===== src/design/temperature_average_alarm_defines.svh =====
// Assertion macros used by the temperature alarm top level.
`ifndef TEMPERATURE_AVERAGE_ALARM_DEFINES_SVH
`define TEMPERATURE_AVERAGE_ALARM_DEFINES_SVH

// Condition must hold in the same cycle as the trigger.
`define TAV_ASSERT_NOW(label, trig, cond, msg) \
  label: assert property (@(posedge clk) disable iff (rst) (trig) |-> (cond)) \
    else $error(msg);

// Condition must hold in the cycle after the trigger.
`define TAV_ASSERT_NEXT(label, trig, cond, msg) \
  label: assert property (@(posedge clk) disable iff (rst) (trig) |=> (cond)) \
    else $error(msg);

`endif


===== src/design/tav_pkg.sv =====
// Shared types and constants for the temperature average alarm.
package tav_pkg;

  localparam int MAX_WINDOW_DEF = 16;
  localparam int ADC_BITS_DEF   = 10;

  localparam int CELSIUS_W = 17;
  localparam int THRESH_W  = 11;
  localparam int WIN_W     = 5;
  localparam int CMD_W     = 2;
  localparam int CFG_W     = 11;
  localparam int OUT_W     = 48;

  // Twice the full scale in 1/256 degree, for round-half-up scaling.
  localparam int SCALE_MUL    = 256000;
  localparam int THRESH_MAX   = 1000;
  localparam int THRESH_RESET = 70;
  localparam int WINDOW_RESET = 10;
  localparam int FLOOR_RESET  = -20;

  typedef enum logic [CMD_W-1:0] {
    CMD_SAMPLE = 2'd0,
    CMD_UP     = 2'd1,
    CMD_DOWN   = 2'd2,
    CMD_NONE   = 2'd3
  } cmd_t;

  typedef enum logic {
    REG_WINDOW = 1'b0,
    REG_FLOOR  = 1'b1
  } reg_index_t;

  typedef enum logic [3:0] {
    ST_IDLE,
    ST_SCALE,
    ST_SCALE_WAIT,
    ST_SUB,
    ST_ADD,
    ST_AVG,
    ST_AVG_WAIT,
    ST_THRESH,
    ST_DONE
  } state_t;

  typedef struct packed {
    logic busy;
    logic done;
  } div_stat_t;

endpackage


===== src/design/temperature_average_alarm.sv =====
// Top level: moving-average temperature alarm with serial scaling and averaging.
//
// Input stream s_*: s_tuser carries the command (sample, threshold up,
// threshold down), s_tdata the raw converter reading. Output stream m_*:
// one result transaction per accepted input, carrying the latest scaled
// sample, the moving average, the current threshold and the alarm flag.
// Configuration: cfg_we writes cfg_data to register cfg_index (0 window
// length, 1 threshold floor); writing the window length empties the averager.
// For a sample, the bit-serial divider runs once to scale the reading and
// once to divide the running sum by the fill count. A threshold command's
// result does not use the divider. One item is in work at a time; the
// next one is accepted the cycle after the previous one has moved into
// the output register, even while that result still waits on m_tready.
// When the receiver stalls, the result holds in the output register and a
// finished item that has no room waits in its last step.
// Reset (rst, synchronous) empties the averager, sets the threshold to 35.0
// degrees, the window to 10 samples and the floor to -10.0 degrees.
`include "temperature_average_alarm_defines.svh"

module temperature_average_alarm #(
  parameter int MAX_WINDOW = tav_pkg::MAX_WINDOW_DEF,
  parameter int ADC_BITS   = tav_pkg::ADC_BITS_DEF
) (
  input  logic                        clk,
  input  logic                        rst,
  input  logic                        s_tvalid,
  output logic                        s_tready,
  input  logic [((ADC_BITS+7)/8)*8-1:0] s_tdata,  // adc_sample
  input  logic [tav_pkg::CMD_W-1:0]   s_tuser,    // cmd
  output logic                        m_tvalid,
  input  logic                        m_tready,
  // raw_celsius[16:0], avg_celsius[33:17], alarm_threshold[44:34], alarm_active[45]
  output logic [tav_pkg::OUT_W-1:0]   m_tdata,
  input  logic                        cfg_we,
  input  logic                        cfg_index,
  input  logic [tav_pkg::CFG_W-1:0]   cfg_data
);

  localparam int C_W        = tav_pkg::CELSIUS_W;
  localparam int T_W        = tav_pkg::THRESH_W;
  localparam int ADC_FULL   = (1 << ADC_BITS) - 1;
  localparam int SAMPLE_DEN = 2 * ADC_FULL;
  localparam int IDX_W      = $clog2(MAX_WINDOW);
  localparam int FILL_W     = $clog2(MAX_WINDOW + 1);
  localparam int SUM_W      = C_W + $clog2(MAX_WINDOW);
  localparam int SCL_W      = ADC_BITS + 18;
  localparam int NUM_W      = (SCL_W > SUM_W) ? SCL_W : SUM_W;
  localparam int DEN_W      = (ADC_BITS + 1 > FILL_W) ? ADC_BITS + 1 : FILL_W;

  tav_pkg::state_t state, state_next;

  logic [tav_pkg::WIN_W-1:0] window_length;
  logic signed [T_W-1:0]     threshold_floor;
  logic signed [T_W-1:0]     threshold;
  logic [IDX_W-1:0]          write_index;
  logic [FILL_W-1:0]         fill_count;
  logic [SUM_W-1:0]          running_sum;
  logic [C_W-1:0]            last_sample;
  logic [C_W-1:0]            last_average;
  logic [ADC_BITS-1:0]       adc_reg;
  tav_pkg::cmd_t             cmd_reg;
  logic [IDX_W-1:0]          idx_reg;
  logic [C_W-1:0]            c_reg;
  logic [C_W-1:0]            rd_data;
  logic [C_W-1:0]            ring [MAX_WINDOW];

  logic [FILL_W-1:0]         win_eff;
  logic [FILL_W-1:0]         idx_inc;
  logic signed [T_W-1:0]     floor_eff;
  logic signed [T_W:0]       thresh_dec;
  logic signed [T_W+9:0]     avg_x2;
  logic signed [T_W+9:0]     thresh_x256;
  logic                      alarm;

  logic                      in_take;
  logic                      div_start;
  logic                      out_load;
  logic [NUM_W-1:0]          div_num;
  logic [DEN_W-1:0]          div_den;
  logic [NUM_W-1:0]          div_quo;
  tav_pkg::div_stat_t        div_stat;

  tav_div #(
    .NUM_W (NUM_W),
    .DEN_W (DEN_W)
  ) u_div (
    .clk   (clk),
    .rst   (rst),
    .start (div_start),
    .num   (div_num),
    .den   (div_den),
    .quo   (div_quo),
    .stat  (div_stat)
  );

  // Clamp the window register to 1..MAX_WINDOW.
  always_comb begin
    if (window_length == '0) begin
      win_eff = FILL_W'(1);
    end else if (32'(window_length) > MAX_WINDOW) begin
      win_eff = FILL_W'(MAX_WINDOW);
    end else begin
      win_eff = FILL_W'(window_length);
    end
  end

  assign idx_inc     = FILL_W'(idx_reg) + FILL_W'(1);
  assign floor_eff   = (threshold_floor > T_W'(tav_pkg::THRESH_MAX)) ?
                       T_W'(tav_pkg::THRESH_MAX) : threshold_floor;
  assign thresh_dec  = {threshold[T_W-1], threshold} - (T_W+1)'(1);
  assign avg_x2      = $signed({3'b000, last_average, 1'b0});
  assign thresh_x256 = $signed({{2{threshold[T_W-1]}}, threshold, 8'h00});
  assign alarm       = (fill_count != '0) && (avg_x2 >= thresh_x256);

  always_comb begin
    if (state == tav_pkg::ST_SCALE) begin
      div_num = NUM_W'(adc_reg) * NUM_W'(tav_pkg::SCALE_MUL) + NUM_W'(ADC_FULL);
      div_den = DEN_W'(SAMPLE_DEN);
    end else begin
      div_num = NUM_W'(running_sum);
      div_den = DEN_W'(fill_count);
    end
  end

  // Next state
  always_comb begin
    state_next = state;
    case (state)
      tav_pkg::ST_IDLE: begin
        if (s_tvalid) begin
          state_next = (tav_pkg::cmd_t'(s_tuser) == tav_pkg::CMD_SAMPLE) ?
                       tav_pkg::ST_SCALE : tav_pkg::ST_THRESH;
        end
      end
      tav_pkg::ST_SCALE:      state_next = tav_pkg::ST_SCALE_WAIT;
      tav_pkg::ST_SCALE_WAIT: if (div_stat.done) state_next = tav_pkg::ST_SUB;
      tav_pkg::ST_SUB:        state_next = tav_pkg::ST_ADD;
      tav_pkg::ST_ADD:        state_next = tav_pkg::ST_AVG;
      tav_pkg::ST_AVG:        state_next = tav_pkg::ST_AVG_WAIT;
      tav_pkg::ST_AVG_WAIT:   if (div_stat.done) state_next = tav_pkg::ST_DONE;
      tav_pkg::ST_THRESH:     state_next = tav_pkg::ST_DONE;
      tav_pkg::ST_DONE:       if (!m_tvalid || m_tready) state_next = tav_pkg::ST_IDLE;
      default:                state_next = tav_pkg::ST_IDLE;
    endcase
  end

  // Control outputs
  always_comb begin
    s_tready  = 1'b0;
    div_start = 1'b0;
    out_load  = 1'b0;
    case (state)
      tav_pkg::ST_IDLE:  s_tready  = 1'b1;
      tav_pkg::ST_SCALE: div_start = 1'b1;
      tav_pkg::ST_AVG:   div_start = 1'b1;
      tav_pkg::ST_DONE:  out_load  = !m_tvalid || m_tready;
      default: begin
        s_tready = 1'b0;
      end
    endcase
  end

  assign in_take = s_tvalid && s_tready;

  always_ff @(posedge clk) begin
    if (rst) begin
      state           <= tav_pkg::ST_IDLE;
      window_length   <= tav_pkg::WIN_W'(tav_pkg::WINDOW_RESET);
      threshold_floor <= T_W'(tav_pkg::FLOOR_RESET);
      threshold       <= T_W'(tav_pkg::THRESH_RESET);
      write_index     <= '0;
      fill_count      <= '0;
      running_sum     <= '0;
      last_sample     <= '0;
      last_average    <= '0;
      m_tvalid        <= 1'b0;
    end else begin
      state <= state_next;
      if (cfg_we) begin
        case (tav_pkg::reg_index_t'(cfg_index))
          tav_pkg::REG_WINDOW: begin
            window_length <= cfg_data[tav_pkg::WIN_W-1:0];
            write_index   <= '0;
            fill_count    <= '0;
            running_sum   <= '0;
          end
          tav_pkg::REG_FLOOR: threshold_floor <= cfg_data;
          default: threshold_floor <= threshold_floor;
        endcase
      end
      case (state)
        tav_pkg::ST_SUB: begin
          // Grow the fill during warm-up, otherwise drop the oldest sample.
          if (fill_count < win_eff) begin
            fill_count <= fill_count + FILL_W'(1);
          end else begin
            running_sum <= running_sum - SUM_W'(rd_data);
          end
        end
        tav_pkg::ST_ADD: begin
          running_sum <= running_sum + SUM_W'(c_reg);
          last_sample <= c_reg;
          write_index <= (idx_inc >= win_eff) ? '0 : IDX_W'(idx_inc);
        end
        tav_pkg::ST_AVG_WAIT: begin
          if (div_stat.done) last_average <= div_quo[C_W-1:0];
        end
        tav_pkg::ST_THRESH: begin
          case (cmd_reg)
            tav_pkg::CMD_UP: begin
              if (threshold < T_W'(tav_pkg::THRESH_MAX)) threshold <= threshold + T_W'(1);
              else threshold <= T_W'(tav_pkg::THRESH_MAX);
            end
            tav_pkg::CMD_DOWN: begin
              if (thresh_dec < $signed({floor_eff[T_W-1], floor_eff})) threshold <= floor_eff;
              else threshold <= thresh_dec[T_W-1:0];
            end
            default: threshold <= threshold;
          endcase
        end
        default: begin
          threshold <= threshold;
        end
      endcase
      if (out_load) begin
        m_tvalid <= 1'b1;
      end else if (m_tready) begin
        m_tvalid <= 1'b0;
      end
    end
  end

  // Payload and working registers
  always_ff @(posedge clk) begin
    if (in_take) begin
      adc_reg <= s_tdata[ADC_BITS-1:0];
      cmd_reg <= tav_pkg::cmd_t'(s_tuser);
      idx_reg <= (FILL_W'(write_index) >= win_eff) ? '0 : write_index;
    end
    if (state == tav_pkg::ST_SCALE_WAIT && div_stat.done) begin
      c_reg <= div_quo[C_W-1:0];
    end
    if (out_load) begin
      m_tdata <= {2'b00, alarm, threshold, last_average, last_sample};
    end
  end

  // Sample ring: read the outgoing entry while scaling, write the new one after.
  always_ff @(posedge clk) begin
    if (state == tav_pkg::ST_SCALE) begin
      rd_data <= ring[idx_reg];
    end
    if (state == tav_pkg::ST_ADD) begin
      ring[idx_reg] <= c_reg;
    end
  end

  `TAV_ASSERT_NOW(a_fill_in_window, 1'b1, fill_count <= win_eff, "fill count exceeds window")
  `TAV_ASSERT_NOW(a_index_in_window, 1'b1, FILL_W'(write_index) < win_eff, "write index past window")
  `TAV_ASSERT_NOW(a_thresh_max, 1'b1, threshold <= T_W'(tav_pkg::THRESH_MAX), "threshold above max")
  `TAV_ASSERT_NOW(a_ready_div_idle, s_tready, !div_stat.busy, "input taken while dividing")
  `TAV_ASSERT_NEXT(a_accept_busy, in_take, !s_tready, "second item taken during work")

endmodule


===== src/design/tav_div.sv =====
// Bit-serial restoring divider: one quotient bit per cycle.
module tav_div #(
  parameter int NUM_W = 28,
  parameter int DEN_W = 11
) (
  input  logic                clk,
  input  logic                rst,
  input  logic                start,
  input  logic [NUM_W-1:0]    num,
  input  logic [DEN_W-1:0]    den,
  output logic [NUM_W-1:0]    quo,
  output tav_pkg::div_stat_t  stat
);

  localparam int CNT_W = $clog2(NUM_W + 1);

  logic [DEN_W-1:0] rem;
  logic [DEN_W-1:0] den_reg;
  logic [NUM_W-1:0] shreg;
  logic [CNT_W-1:0] cnt;
  logic             busy;
  logic             done;
  logic [DEN_W:0]   trial;
  logic             fits;

  // Shift the next dividend bit into the partial remainder and try a subtract.
  assign trial = {rem, shreg[NUM_W-1]};
  assign fits  = trial >= {1'b0, den_reg};

  always_ff @(posedge clk) begin
    if (rst) begin
      busy <= 1'b0;
      done <= 1'b0;
      cnt  <= '0;
    end else begin
      done <= 1'b0;
      if (start) begin
        busy <= 1'b1;
        cnt  <= CNT_W'(NUM_W);
      end else if (busy) begin
        cnt <= cnt - CNT_W'(1);
        if (cnt == CNT_W'(1)) begin
          busy <= 1'b0;
          done <= 1'b1;
        end
      end
    end
  end

  always_ff @(posedge clk) begin
    if (start) begin
      rem     <= '0;
      shreg   <= num;
      den_reg <= den;
    end else if (busy) begin
      rem   <= fits ? DEN_W'(trial - {1'b0, den_reg}) : trial[DEN_W-1:0];
      shreg <= {shreg[NUM_W-2:0], fits};
    end
  end

  assign quo       = shreg;
  assign stat.busy = busy;
  assign stat.done = done;

endmodule


===== config.mk =====
export PLATFORM = sky130hd
export DESIGN_NAME = temperature_average_alarm
export DESIGN_NICKNAME = d
export VERILOG_FILES = /design/src/design/tav_pkg.sv /design/src/design/temperature_average_alarm.sv /design/src/design/tav_div.sv
export VERILOG_INCLUDE_DIRS = /design/src /design/src/design
export SDC_FILE = /design/constraint.sdc
export NUM_CORES = 1
export LEC_CHECK = 0
export ABC_CLOCK_PERIOD_IN_PS = 5700
export BUFFER_PORTS_ARGS = -buffer_cell sky130_fd_sc_hd__clkbuf_2
export CORE_ASPECT_RATIO = 1.75
export CORE_UTILIZATION = 60
export DETAILED_ROUTE_END_ITERATION = 8
export PLACE_DENSITY = 0.88
export SETUP_SLACK_MARGIN = 0.1
export SYNTH_ARGS = -nofsm -noshare
export SYNTH_HDL_FRONTEND = slang
export SYNTH_SLANG_ARGS = --single-unit

===== constraint.sdc =====
create_clock -name clk -period 5.7 [get_ports clk]
set_input_delay 0.285 -clock clk [delete_from_list [all_inputs] [get_ports clk]]
set_output_delay 0.285 -clock clk [all_outputs]
set_load 0.005 [all_outputs]

After elaboration in Yosys (flattened, before gate mapping)
Memories as Yosys holds them, arrays and structs flattened. A register that Yosys moved wholly into a read port is not among the register bits.
Index checks and enable logic that the tools add are counted.
W data, S select, Z words.

storage, ports and cells
  memories = 1
  input port bits = 35
  register bits = 232
  bits in writable memories = 272

cells by class
  equal/unequal tests = 16
  bitwise gates (word level) = 2
  muxes and demuxes = 42
  order comparisons = 9
  multiply operators = 1
  add/subtract/negate cells = 9
  reductions and logical operators = 22

memory list
  name  words  width  rd ports  clocked after memory_dff  write ports  RTL line                         text
  ring  16     17     1         1                         1            temperature_average_alarm.sv:65  logic [C_W-1:0] ring [MAX_WINDOW];

operators with widths
  operator                  count
  $mux W28                  3
  $mux W21                  3
  $mux W11                  5
  $pmux W21 S2              1
  $mux W5                   8
  $pmux W4 S9               1
  $mux W4                   8
  $add A28 B10 Y28 const B  1
  $pmux W11 S2              1
  $add A21 B17 Y21          1
  $sub A21 B17 Y21          1
  $ge A19 B19 Y1            1
  $mul A10 B7 Y17 const B   1
  $eq A4 B3 Y1 const B      4
  $ge A12 B11 Y1            1
  $lt A12 B11 Y1            1
  $sub A11 B2 Y12 const B   1
  $add A11 B2 Y11 const B   1
  $gt A11 B11 Y1 const B    1
  $lt A11 B11 Y1 const B    1
  $mux W1                   11
  $sub A11 B11 Y11          1
  $reduce_and A2 Y1         5
  $eq A4 B2 Y1 const B      2
  27 further kinds          37

Depth between registers and ports, before layout
Gate-level depths: netlist of run 1.

  depth in word-level cells = 6
  gate-level depth with buffers = 17
  gate-level depth less buffers = 16

By module
Synthesis of run 1 repeated with hierarchy kept, for this count alone.

second synthesis, totals
  cell total of the unflattened synthesis = 1,862
  area total of the unflattened synthesis = 24,875.1 um^2

by module, submodules not included
  module                     times used  area each (um^2)  seq. area each (um^2)  cells an instance
  temperature_average_alarm  1           22,051.1          12,972.4               1,631
  tav_div                    1           2,824.0           1,531.5                231

Worst setup path after synthesis of run 1
Ideal clock, no wire load.

  path kind = register to register
  from = reg adc_reg[0]
  to = reg u_div.shreg[25], in the netlist u_div.quo[25], data pin
  library setup time = 258 ps
  setup slack = 1,338 ps
  arrival = 4,104 ps
  cell stages (with the launch flop) = 16
  path buffers = 0
  path through = edfxtp_1 fa_1 xor2_1 ha_1 inv_1 fa_1 fa_1 inv_1 ha_1 nor2b_1 o21a_1 o41ai_2 nor2_1 o32ai_1 xnor2_1 a22o_1

between the ends
  word-level cells in the longest chain between the ends = 4

ends and longest elaborated chain
  item                    RTL line                          text
  from (decl)             temperature_average_alarm.sv:60   logic [ADC_BITS-1:0] adc_reg;
  from (signal assigned)  temperature_average_alarm.sv:236  adc_reg <= s_tdata[ADC_BITS-1:0];
  $mul A10 B7 Y17         temperature_average_alarm.sv:117  div_num = NUM_W'(adc_reg) * NUM_W'(tav_pkg::SCALE_MUL) + NUM_W'(ADC_FULL);
  $add A28 B10 Y28        temperature_average_alarm.sv:117
  $mux W28                temperature_average_alarm.sv:116  if (state == tav_pkg::ST_SCALE) begin
  $mux W28                tav_div.sv:51                     if (start) begin
  to (signal assigned)    tav_div.sv:53                     shreg <= num;
  to (signal assigned)    tav_div.sv:57                     shreg <= {shreg[NUM_W-2:0], fits};
  to (decl)               tav_div.sv:19                     logic [NUM_W-1:0] shreg;

No other way between the ends.
A chain may end at the register's enable or synchronous reset.

Worst setup path in the final report of run 1
Ends and elaborated chain as after synthesis.

==> results of run 1 <==
==> worst max-delay path, delay by kind of cell, from the launching register on <==
| family | cells | cell delay [ns] |
|---|---|---|
| adders and majority gates | 5 | 2.16 |
| AOI/OAI and AO/OA | 4 | 1.14 |
| xor gates and xnor gates | 2 | 0.30 |
| DFF | 1 | 0.51 |
| and+or+nand+nor | 2 | 0.24 |
| buffers and inverters | 2 | 0.09 |
==> logic make-up after synthesis <==
family | after synthesis | synth area share (%)
xor+xnor | 56 | 2.00
buf+inv | 198 | 3.12
fa+ha+maj | 164 | 9.36
mux | 103 | 8.57
other cells | 1 | 0.0153
flops | 516 | 58.6
simple gates | 480 | 9.25
compound gates | 343 | 9.05
==> placed cells by master, fill, tap and decap left out, types with 23 or more instances in the layout <==
master / count
sky130_fd_sc_hd__edfxtp_1: 402
sky130_fd_sc_hd__nand2_1: 161
sky130_fd_sc_hd__ha_1: 132
sky130_fd_sc_hd__nor2_1: 121
sky130_fd_sc_hd__a21oi_1: 121
sky130_fd_sc_hd__inv_1: 120
sky130_fd_sc_hd__dfxtp_1: 114
sky130_fd_sc_hd__mux4_2: 85
sky130_fd_sc_hd__clkbuf_2: 75
sky130_fd_sc_hd__o21ai_0: 50
sky130_fd_sc_hd__clkbuf_16: 46
sky130_fd_sc_hd__nand3_1: 44
sky130_fd_sc_hd__xnor2_1: 39
sky130_fd_sc_hd__fa_1: 32
sky130_fd_sc_hd__nor3_1: 26
sky130_fd_sc_hd__dlygate4sd3_1: 23
==> layout make-up <==
cell class / count / share of cell area (%)
clock inverters: 17 / 0.864
well taps: 544 / 2.50
clock buffers: 66 / 4.87
multi-input cells: 1148 / 34.5
inverters: 123 / 1.70
repair buffers: 121 / 2.85
flip-flops and latches: 516 / 52.7
==> worst paths after layout <==
kind                                startpoint            end  slack (ns)  cells after the start
worst max-delay path                adc_reg[0]  u_div.quo[25]        0.99                     15
worst max register to register      adc_reg[0]  u_div.quo[25]        0.99                     15
worst min-delay path                  m_tready       m_tvalid        0.04                      3
worst min register to register  last_sample[9]     m_tdata[9]        0.43                      0
==> through the flow <==
| step | setup WS (ns) | util, % | power [µW] | cells | hold WS [ns] |
|---|---|---|---|---|---|
| 6_report | 0.989 | 67.8 | 14100 | 2535 | 0.0449 |
| 4_1_cts | 0.995 | 67.8 | 14000 | 2535 | 0.0368 |
| 2_1_floorplan | 1.34 | - | 9450 | 1862 | 0.384 |
| 5_1_grt | 0.758 | 67.8 | 14900 | 2535 | 0.0567 |
| 3_3_place_gp | 1.11 | 63.3 | 10500 | 2429 | 0.413 |
| 3_5_place_dp | 1.03 | 63.3 | 10800 | 2429 | 0.424 |
==> where the power goes <==
part	switching [µW]	internal, µW
sequential	325	4580
clock	1430	1780
combinational	3320	2640
total	5070	8990
==> routing by layer <==
layer | wire [µm] | global-route usage, % | up-vias
met4 | 4380 | 20.6 | 2
met2 | 31800 | 53.8 | 865
met5 | 9 | 0 | -
li1 | - | - | 7116
met1 | 19800 | 31.9 | 7792
met3 | 4010 | 4.55 | 271
==> run metrics, run 1 <==
wire length of the first global-routing pass 93500 µm; placer congestion estimate 0.981; post-cts gate resize count 0; number of nets in the layout 2154; horizontal die dimension 155 µm; DP HPWL 38700 µm; Final Hold Vio Count 0; static power due to leakage slightly above 0.01 µW; total number of clock tree sinks a little over 500; DRC violation count after routing 0; portion of the post-synthesis area used by sequential elements around 59%; area added between synthesis and finish 11.2%; number of buffers added on ports 76; Distinct cells, synth 78; starting DRC count in detailed routing 1650; pin count of the biggest net entering global routing 71; number of enable-type register cells in the synthesized netlist 402; overall via count from detail_route 16000; clock latency at the later pin of the worst-skew pair around 0.6 ns; Die ar. 41700 µm²; cell seen most often among critical-path stages sky130_fd_sc_hd__fa_1; most area-consuming cells after synthesis sky130_fd_sc_hd__edfxtp_1 (49%), sky130_fd_sc_hd__dfxtp_1 (9.3%), sky130_fd_sc_hd__mux4_2 (7.8%); area taken by multi-input logic gates 9390 µm²; Final setup viols 0; start-to-end type of the worst setup path reg -> reg; summed instance area of the synthesized netlist 24500 µm²; post-synthesis async set-or-reset flop share 0%; max reg flops 272; fin. max-slew vios 0; Yosys warnings 0; Max FO, Critical Path 6; Root Buffer Master sky130_fd_sc_hd__clkbuf_16; kind of start point of the critical path flop; Clock transition at path regs around 0.070 ns; cell area after layout around 27000 µm²; MaxCap Viol Count 0; unrepaired setup endpoints after global routing false; post-synth top area cell sky130_fd_sc_hd__edfxtp_1; standard cell core area 40200 µm²; average footprint of a synthesized cell approximately 13 µm²; placed cell area 25400 µm²; area used by sequential logic in the layout 14400 µm²; fill cell instance count of the final layout 2624; remaining global-route overflow 0; flip-flop cell with the highest count after synthesis sky130_fd_sc_hd__edfxtp_1; antenna violations before repair 1; result of the run finished clean; final setup TNS 0 ns; Yosys top cell area share 49.3%; maximum VDD drop 0.431 mV; Arr. time, crit path 5.03 ns; cell chain of the critical path fa_1, xor2_1, ha_1, inv_1, fa_1, fa_1, inv_1, ha_1, nor2b_1, o21a_1, o41ai_2, nor2_1, o32ai_1, xnor2_1, a22o_1; number of routed nets with antenna violations 0; layout cells sized above 1 14.3%; floorplan row count 97; f_max 0.212 GHz; hold_buf cts 23; clock buffer count from CTS 45; clock tree from TritonCTS done; Die Span Y ~270 µm; required time at the endpoint of the critical path 6.02 ns; tightest slew margin relative to the limit 9.33%; register containing the most flip-flops in the final layout ring; Worst setup EP type flop; number of buffers on the longest clock path 3; time the worst path needs with I/O delays and setup 4.71 ns; most instantiated library cell after synthesis sky130_fd_sc_hd__edfxtp_1; drt first pass iters 6; class of the worst hold path in -> reg; depth of the CTS H-tree 2; WL per Instance 23.7 µm; worst setup skew after layout 0.0462 ns; Period Utilization, post-route 82.7%; master of the slowest instance on the critical path sky130_fd_sc_hd__fa_1; post-synthesis register bit count between 500 and 600; transition time at the pin with the least slew margin 1.36 ns; vias per cell 6.33; count of buffers added by post-CTS timing repair for setup 0; most common library cells after synthesis sky130_fd_sc_hd__edfxtp_1 (402), sky130_fd_sc_hd__nand2_1 (161), sky130_fd_sc_hd__ha_1 (132); Antenna Diode Count 0; total length of routed wires 60000 µm; via count of the first global-routing pass about 17000; Tot GR Track Use 29.9%; delay contributed by the slowest stage of the critical path between 0.5 and 0.6 ns; total I/O pin count 85; synthesized netlist cell count roughly 1900; initial core utilization 61.0%; Power per Cell Area 517 nW/µm²
Power figures use the tool's default switching activity.
==> inputs of run 2 (changes only) <==
- ABC_CLOCK_PERIOD_IN_PS: 5700 -> 4100
- CORE_UTILIZATION: 60 -> 56
- PLACE_DENSITY: 0.88 -> 0.87
- clock period: 5.7 -> 4.1 ns (I/O delays scaled with it)
==> run 2 against run 1 <==
Against the previous run: the run now ends with setup timing left; register-to-register slack worse by 1.4 ns; flip-flop and latch count stayed put; clock skew decreased by 0.035 ns; critical path depth up 1; via count rose by 0.19%; design area increased by 1.7%; total power grew 50%; setup slack got worse by 1.4 ns; critical path type unchanged; largest cell class unchanged; highest routed layer is now met4.
==> run metrics, run 2 (synthesis results as in run 1) <==
result of the run finished with violations; violations in the final reports setup timing; wire length of the first global-routing pass 91600 µm (-2.0%); Worst setup EP type flop; commonest cells after routing, fill and taps aside sky130_fd_sc_hd__edfxtp_1 (402), sky130_fd_sc_hd__nand2_1 (161), sky130_fd_sc_hd__ha_1 (128), sky130_fd_sc_hd__nor2_1 (118), sky130_fd_sc_hd__inv_1 (117); tightest slew margin relative to the limit 21.7% (+12 points); transition time at the pin with the least slew margin 1.17 ns (-0.190 ns); minimum setup slack after placement -0.333 ns (-1.36 ns); floorplan row count 101 (+4.1%); number of nets in the layout 2213 (+2.7%); fin. max-slew vios 0 (unchanged); static power due to leakage 0.0104 µW (+2.6%); register containing the most flip-flops in the final layout ring; clock tree from TritonCTS done; final setup TNS -1.17 ns (-1.17 ns); time the worst path needs with I/O delays and setup 4.49 ns (-0.221 ns); pin count of the biggest net entering global routing 61 (-14%); Final setup viols 6 (+6); placer congestion estimate 0.982 (+0.11%); Die ar. 44600 µm² (+7.1%); DRC violation count after routing 0 (unchanged); drt first pass iters 5 (-1); clock latency at the later pin of the worst-skew pair 0.57 ns (-0.04 ns); post-layout worst setup margin -0.391 ns (-1.38 ns); start-to-end type of the worst setup path reg -> reg; class of the worst hold path in -> reg; routed metal-1 wire length 20400 µm (+3.2%); total length of routed wires 59800 µm (-0.36%); via count of the first global-routing pass 16700 (-0.52%); f_max 0.223 GHz (+4.9%); number of buffers on the longest clock path 3 (unchanged); maximum VDD drop 0.870 mV (+100%); Tot GR Track Use 27.0% (-2.9 points); worst setup skew after layout 0.0115 ns (-0.0347 ns); horizontal die dimension 160 µm (+3.5%); initial core utilization 56.7% (-4.3 points); met3 wirelength from detailed routing 2700 µm (-33%); number of buffers added on ports 76 (unchanged); reg-to-reg slack, setup -0.39 ns (-1.38 ns); Arr. time, crit path 4.81 ns (-0.22 ns); Root Buffer Master sky130_fd_sc_hd__clkbuf_16; highest layer used for signal routing met4; area added between synthesis and finish 13.1%; layout cells sized above 1 17.9% (+3.6 points); remaining global-route overflow 0 (unchanged); Clock transition at path regs 0.07 ns (about the same); antenna violations before repair 0 (-1); unrepaired setup endpoints after global routing true; number of routed nets with antenna violations 0 (unchanged); clock buffer count from CTS 43 (-4.4%); starting DRC count in detailed routing 1321 (-20%); standard cell core area 43200 µm² (+7.6%); WL per Instance 22.9 µm (-3.2%); Power per Cell Area 763 nW/µm² (+48%); required time at the endpoint of the critical path 4.42 ns (-1.60 ns); kind of start point of the critical path flop; Final Hold Vio Count 0 (unchanged); depth of the CTS H-tree 2 (unchanged); total I/O pin count 85 (unchanged); Die Span Y 279 µm (+3.5%); met2 wirelength from detailed routing 32500 µm (+2.1%); most common library cell in the layout ignoring fill and taps sky130_fd_sc_hd__edfxtp_1; Antenna Diode Count 0 (unchanged); placed cell area 25900 µm² (+1.9%); DP HPWL 40300 µm (+4.0%); Period Utilization, post-route 110% (+27 points); max reg flops 272 (unchanged); MaxCap Viol Count 0 (unchanged); cell area after layout 27700 µm² (+1.7%); total number of clock tree sinks 516 (unchanged); Max FO, Critical Path 3 (-3); fill cell instance count of the final layout 3057 (+17%); overall via count from detail_route 16100 (+0.19%); vias per cell 6.16 (-2.7%)
run 2: through the flow:
step	hold WS (ns)	util, %	instances	power [µW]
after CTS	0.0431	63.9	2608	20400
final	0.0611	64.1	2610	21100
after floorplan	0.304	-	1862	13400
after global placement	0.381	60.0	2505	15500
after global routing	0.0908	64.1	2610	22300
after detailed placement	0.384	60.0	2505	15900
run 2: worst max-delay path: stages (launching register included):
cell	delay, ns
sky130_fd_sc_hd__edfxtp_1	0.38
sky130_fd_sc_hd__buf_4	0.16
sky130_fd_sc_hd__fa_1	0.54
sky130_fd_sc_hd__xor2_1	0.17
sky130_fd_sc_hd__ha_1	0.26
sky130_fd_sc_hd__inv_1	0.07
sky130_fd_sc_hd__fa_1	0.42
sky130_fd_sc_hd__fa_1	0.52
sky130_fd_sc_hd__inv_2	0.05
sky130_fd_sc_hd__ha_4	0.21
sky130_fd_sc_hd__nor2b_4	0.12
sky130_fd_sc_hd__o21a_1	0.23
sky130_fd_sc_hd__o41ai_4	0.31
sky130_fd_sc_hd__o2111ai_1	0.19
sky130_fd_sc_hd__a31oi_1	0.31
sky130_fd_sc_hd__xnor2_1	0.13
sky130_fd_sc_hd__a22o_1	0.19
run 2: report_power, final:
| part | internal [µW] | switching [µW] | leakage (µW) | total (µW) |
|---|---|---|---|---|
| clock | 2200 | 1870 | 0.000675 | 4070 |
| combinational | 4900 | 5390 | 0.00513 | 10300 |
| sequential | 6360 | 407 | 0.00458 | 6770 |
run 2: layout make-up:
type,instances,area [µm²],share of cell area (%)
flip-flops and latches,516,14400,51.8
multi-input cells,1148,9540,34.4
repair buffers,182,1260,4.56
clock buffers,56,1200,4.32
well taps,566,708,2.56
inverters,123,462,1.67
clock inverters,19,169,0.610
run 2: what timing repair did:
action | CTS | global route
hold buffers | 25 | 0
cloned | 0 | 0
pin swaps | 17 | 14
gates resized for setup | 11 | 17
setup endpoints to repair | 8 | 9
buffers inserted | 4 | 2
hold endpoints to repair | 30 | 0
run 2: path summary, 6_finish.rpt:
path,cells past startpoint,startpoint,to
worst max register to register,16,adc_reg[1],u_div.quo[27]
worst min register to register,0,last_sample[9],m_tdata[9]
worst min-delay path,3,cfg_index,threshold_floor[0]
worst max-delay path,16,adc_reg[1],u_div.quo[27]
run 2: routing by layer:
layer	global-route usage, %	up-vias
li1	-	7233
met1	28.4	7940
met2	50.3	667
met3	2.90	237
met4	18.4	0
met5	0	-
